===== src/sv/swtq_pkg.sv =====
// ---------------------------------------------------------------------------
// swtq_pkg
// types, codes and defaults shared by the timer queue modules
// ---------------------------------------------------------------------------
`default_nettype none

package swtq_pkg;

	localparam int ID_W    = 8;
	localparam int STAMP_W = 64;

	localparam int DEFAULT_QUEUE_DEPTH = 64;
	localparam int DEFAULT_WAKE_BATCH  = 64;

	localparam logic CMD_INSERT = 1'b0;
	localparam logic CMD_TICK   = 1'b1;

	localparam logic [1:0] OUTCOME_ACCEPTED = 2'd0;
	localparam logic [1:0] OUTCOME_REJECTED = 2'd1;
	localparam logic [1:0] OUTCOME_WOKEN    = 2'd2;

	typedef struct packed {
		logic               command;
		logic [ID_W-1:0]    task_id;
		logic [STAMP_W-1:0] wake_stamp;
		logic [STAMP_W-1:0] now_stamp;
	} in_item_t;

	typedef struct packed {
		logic [1:0]      outcome;
		logic [ID_W-1:0] woken_id;
		logic            final_of_run;
	} out_item_t;

	// one stored queue entry
	typedef struct packed {
		logic [STAMP_W-1:0] stamp;
		logic [ID_W-1:0]    id;
	} entry_t;

	// controller to datapath
	typedef struct packed {
		logic load_item;
		logic ins_init;
		logic ins_read;
		logic ins_shift;
		logic ins_place;
		logic emit_result;
		logic tick_init;
		logic tick_pop;
		logic emit_pend;
	} ctrl_cmd_t;

	// datapath to controller
	typedef struct packed {
		logic in_tick;
		logic full;
		logic empty;
		logic rem_one;
		logic later;
		logic qualify;
		logic pend_valid;
		logic out_free;
	} dp_status_t;

endpackage

`default_nettype wire


===== src/sv/swtq_ctrl.sv =====
// ---------------------------------------------------------------------------
// swtq_ctrl
// sequencer for insert and tick handling
// ---------------------------------------------------------------------------
`default_nettype none

module swtq_ctrl (
	input  wire logic                  clk,
	input  wire logic                  arst_n,
	input  wire logic                  cmd_valid,
	output logic                       cmd_stall,
	input  wire swtq_pkg::dp_status_t  status,
	output swtq_pkg::ctrl_cmd_t        ctrl
);

	localparam logic [2:0] ST_IDLE    = 3'd0;
	localparam logic [2:0] ST_INS_RD  = 3'd1;
	localparam logic [2:0] ST_INS_CMP = 3'd2;
	localparam logic [2:0] ST_INS_PUT = 3'd3;
	localparam logic [2:0] ST_RESULT  = 3'd4;
	localparam logic [2:0] ST_TK_RD   = 3'd5;
	localparam logic [2:0] ST_TK_CMP  = 3'd6;

	logic [2:0] state_q;
	logic [2:0] state_d;

	assign cmd_stall = (state_q != ST_IDLE);

	always_comb begin
		state_d = state_q;
		ctrl    = '0;
		case (state_q)
			ST_IDLE: begin
				if (cmd_valid) begin
					ctrl.load_item = 1'b1;
					if (status.in_tick) begin
						state_d = ST_TK_RD;
					end else if (status.full) begin
						state_d = ST_RESULT;
					end else begin
						ctrl.ins_init = 1'b1;
						state_d = status.empty ? ST_INS_PUT : ST_INS_RD;
					end
				end
			end
			ST_INS_RD: begin
				ctrl.ins_read = 1'b1;
				state_d = ST_INS_CMP;
			end
			ST_INS_CMP: begin
				// later stamps move up one slot, the new entry lands just ahead of them
				if (status.later) begin
					ctrl.ins_shift = 1'b1;
					if (status.rem_one) begin
						state_d = ST_INS_PUT;
					end
				end else begin
					ctrl.ins_place = 1'b1;
					state_d = ST_RESULT;
				end
			end
			ST_INS_PUT: begin
				ctrl.ins_place = 1'b1;
				state_d = ST_RESULT;
			end
			ST_RESULT: begin
				if (status.out_free) begin
					ctrl.emit_result = 1'b1;
					state_d = ST_IDLE;
				end
			end
			ST_TK_RD: begin
				ctrl.tick_init = 1'b1;
				state_d = ST_TK_CMP;
			end
			ST_TK_CMP: begin
				// a held wake-up goes out once the next head is judged
				if (!status.pend_valid || status.out_free) begin
					ctrl.emit_pend = status.pend_valid;
					if (status.qualify) begin
						ctrl.tick_pop = 1'b1;
					end else begin
						state_d = ST_IDLE;
					end
				end
			end
			default: begin
				state_d = ST_IDLE;
			end
		endcase
	end

	always_ff @(posedge clk or negedge arst_n) begin
		if (!arst_n) begin
			state_q <= ST_IDLE;
		end else begin
			state_q <= state_d;
		end
	end

endmodule

`default_nettype wire


===== config.mk =====
export PLATFORM = sky130hd
export DESIGN_NAME = swtq_ctrl
export DESIGN_NICKNAME = d
export VERILOG_FILES = /design/src/sv/swtq_pkg.sv /design/src/sv/swtq_ctrl.sv
export SDC_FILE = /design/constraint.sdc
export NUM_CORES = 1
export LEC_CHECK = 0
export ABC_AREA = 1
export BUFFER_PORTS_ARGS = -buffer_cell sky130_fd_sc_hd__buf_2
export CAP_MARGIN = 20
export CORE_AREA = 2 2 39 41
export CTS_BUF_LIST = sky130_fd_sc_hd__clkbuf_4
export DETAILED_ROUTE_END_ITERATION = 12
export DIE_AREA = 0 0 41 43
export PLACE_DENSITY = 0.59
export SYNTH_ARGS = -nofsm -noshare
export SYNTH_HDL_FRONTEND = slang
export SYNTH_SLANG_ARGS = --single-unit

===== constraint.sdc =====
create_clock -name clk -period 1.35 [get_ports clk]
set_input_delay 0 -clock clk [delete_from_list [all_inputs] [get_ports clk]]
set_output_delay 0 -clock clk [all_outputs]
set_load 0.02 [all_outputs]

==> flow_summary.json <==
{
  "cts-buffers-inserted": 3,
  "yosysMostFrequentCell": "nand2_1",
  "viasPerCell": 4.29,
  "critical_path_required_ns": 1.35,
  "maxCapViolations": 0,
  "num_antenna_cells": 0,
  "drc": 0,
  "clock_path_buffers": 2,
  "crit_path_start": "state_q[0]",
  "tightest_slew_ns": 0.225,
  "r2r-end": "state_q[2]",
  "grt_pass1_wl_um": 1350,
  "syn-num-nets": 71,
  "critPathKind": "flop to output port",
  "dp.cells": 96,
  "globalRouteOverflowTotal": 0,
  "place_congestion": 0.815,
  "h-tree-depth": 1,
  "io_pins": 21,
  "finalHoldViolCount": 0,
  "min_period_over_period": 0.937,
  "met3_usage": 0.0314,
  "die_h_um": 43,
  "synth.top_cells.by_count": "12 x nand2_1, 10 x inv_1, 8 x nand3_1, 8 x nor2_1, 4 x inv_2",
  "row_count": 14,
  "synthToLayoutAreaGrowth_pct": 47.3,
  "fin_nets": 97,
  "die_width_um": 41,
  "r2r-start": "state_q[0]",
  "nFillCells": 156,
  "crit_path_end": "ctrl[0]",
  "clock_latency_ns": 0.23,
  "grt.busiest_layer": "met2",
  "design_area_um2": 518,
  "yosys.area.top_type": "dfrtp_1",
  "synth_edf_count": 0,
  "grt_pass1_vias": 376,
  "use_met2": 0.181,
  "finalClockSkew_ns": 0.00277,
  "critPathLaunchType": "flop",
  "drive_gt1_frac": 0.447,
  "dp_hpwl_um": 718,
  "routedWlPerCell_um": 8.45,
  "grt_usage": 0.115,
  "fp.dieArea_mm2": 0.00176,
  "yosysWarnings": 0,
  "powerDensity_mw_per_mm2": 1840,
  "avgSynthCellArea_um2": 5.86,
  "max-vdd-ir-drop_mv": 0.755,
  "largest_register": "state_q",
  "core_mm2": 0.00138,
  "synthTopCellsByArea": "dfrtp_1 21%, nand2_1 13%, nand3_1 11%, inv_1 11%, nor2_1 8.5%",
  "holdWs_ns": 0.0818,
  "ant_nets": 0,
  "slew_viol_final": 0,
  "netlist_instances": 60,
  "ys_ff_latch": 3,
  "grt_max_degree": 7,
  "drt_iter0_drc": 2,
  "synth-seq-area-share": 0.214,
  "first_pass_iters": 4,
  "clk_pin_slew_ns": 0.04,
  "async_reset_ff_frac": 1.00,
  "arrival_ns": 1.27,
  "met1_usage": 0.123,
  "cts-root-buf": "clkbuf_4",
  "start_util": 0.254,
  "cts_tree": "yes",
  "routed_wl_um": 853,
  "reg2reg_depth": 6,
  "status": "finished, final reports clean",
  "cts_sinks": 3,
  "finalNonFillerCells": 101,
  "largest_reg_flops": 3,
  "reg_top3": "state_q: 3 flops",
  "antenna_found_initial": 0,
  "io_buffers": 20,
  "path_cells": "inv_2, nand2_1, nor2_2, and3_1, buf_2",
  "synth_top_area_frac": 0.214,
  "slew_headroom": 0.850,
  "hp-class": "input port to async pin",
  "netlist_area_um2": 352,
  "setup_violations": 0,
  "slowest_delay_ns": 0.44,
  "cp_slowest_cell": "dfrtp_2",
  "p_leak_uw": 0.000338,
  "max_freq_ghz": 0.790,
  "endpoint_kind": "output port",
  "path_max_fanout": 5,
  "fin_crit_ns": 1.27,
  "place_area_um2": 472,
  "synth_flop_cell": "dfrtp_1",
  "vias": 433,
  "synth_cell_types": 16,
  "rrSetupSlack_ns": 0.21
}
## metrics by stage
step / power [uW] / TNS, ns / utilization / worst slack [ns]
3_5_place_dp: 762 / 0 / 0.341 / 0.168
2_1_floorplan: 613 / 0 / - / 0.133
3_3_place_gp: 759 / 0 / 0.341 / 0.226
5_1_grt: 1050 / -0.000261 / 0.374 / -0.000261
4_1_cts: 952 / 0 / 0.370 / 0.0527
6_report: 955 / 0 / 0.374 / 0.0849
## layer usage
| metal | vias to the layer above | share of wire |
|---|---|---|
| met5 | - | 0 |
| li1 | 239 | - |
| met2 | 12 | 0.52 |
| met4 | 0 | 0 |
| met1 | 182 | 0.42 |
| met3 | 0 | 0.060 |
## kinds of logic (layout without fill, tap and decap cells)
kind of cell / Yosys count / count (layout) / synth area share
AO/OA/AOI/OAI: 3 / 3 / 0.0605
buffers and inverters: 14 / 39 / 0.149
flip-flops: 3 / 3 / 0.214
AND/OR/NAND/NOR: 40 / 40 / 0.576
## final cells by class
cell class / count / area (um^2) / share of cell area
sequential: 3 / 76.3 / 0.147
tap: 16 / 20.0 / 0.0386
multi-input combinational: 43 / 229 / 0.442
clock buffer: 4 / 30.0 / 0.0580
timing repair buffer: 21 / 110 / 0.213
inverter: 14 / 52.6 / 0.101
## worst min-delay path by stage
| stage | cells past startpoint | to |
|---|---|---|
| 4_1_cts | 2 | state_q[0] |
| 6_report | 2 | state_q[0] |
| 3_5_place_dp | 1 | state_q[1] |
| 5_1_grt | 2 | state_q[1] |
| 3_3_place_gp | 1 | state_q[1] |
| 2_1_floorplan | 0 | state_q[0] |
## where the power goes
part	total [uW]	switching [uW]	leakage (uW)	internal (uW)
combinational	580	369	0.000282	211
sequential	199	67.6	0.0000371	131
clock	176	45.5	0.0000184	131
## worst max-delay path, delay by kind of cell, from the launching register on
family	cells	cell delay (ns)
flops	1	0.44
simple gates	3	0.36
buf+inv	2	0.23
## placed cells by master (no fill, tap or decap), drive strengths merged
cell          n
inv          14
nor3          2
nor3b         1
and3          2
dlygate4sd3   1
clkbuf        4
o21bai        1
nand2        15
a21oi         1
nand3         9
dfrtp         3
nor2         11
o21ai         1
buf          20
## what timing repair did
action | in CTS | in global routing
resized for setup | 0 | 2
setup endpoints to repair | 0 | 2
hold buffers | 1 | 0
hold endpoints to repair | 3 | 0
buffers inserted | 0 | 0
Note: power is estimated with default switching activity, not from simulation.
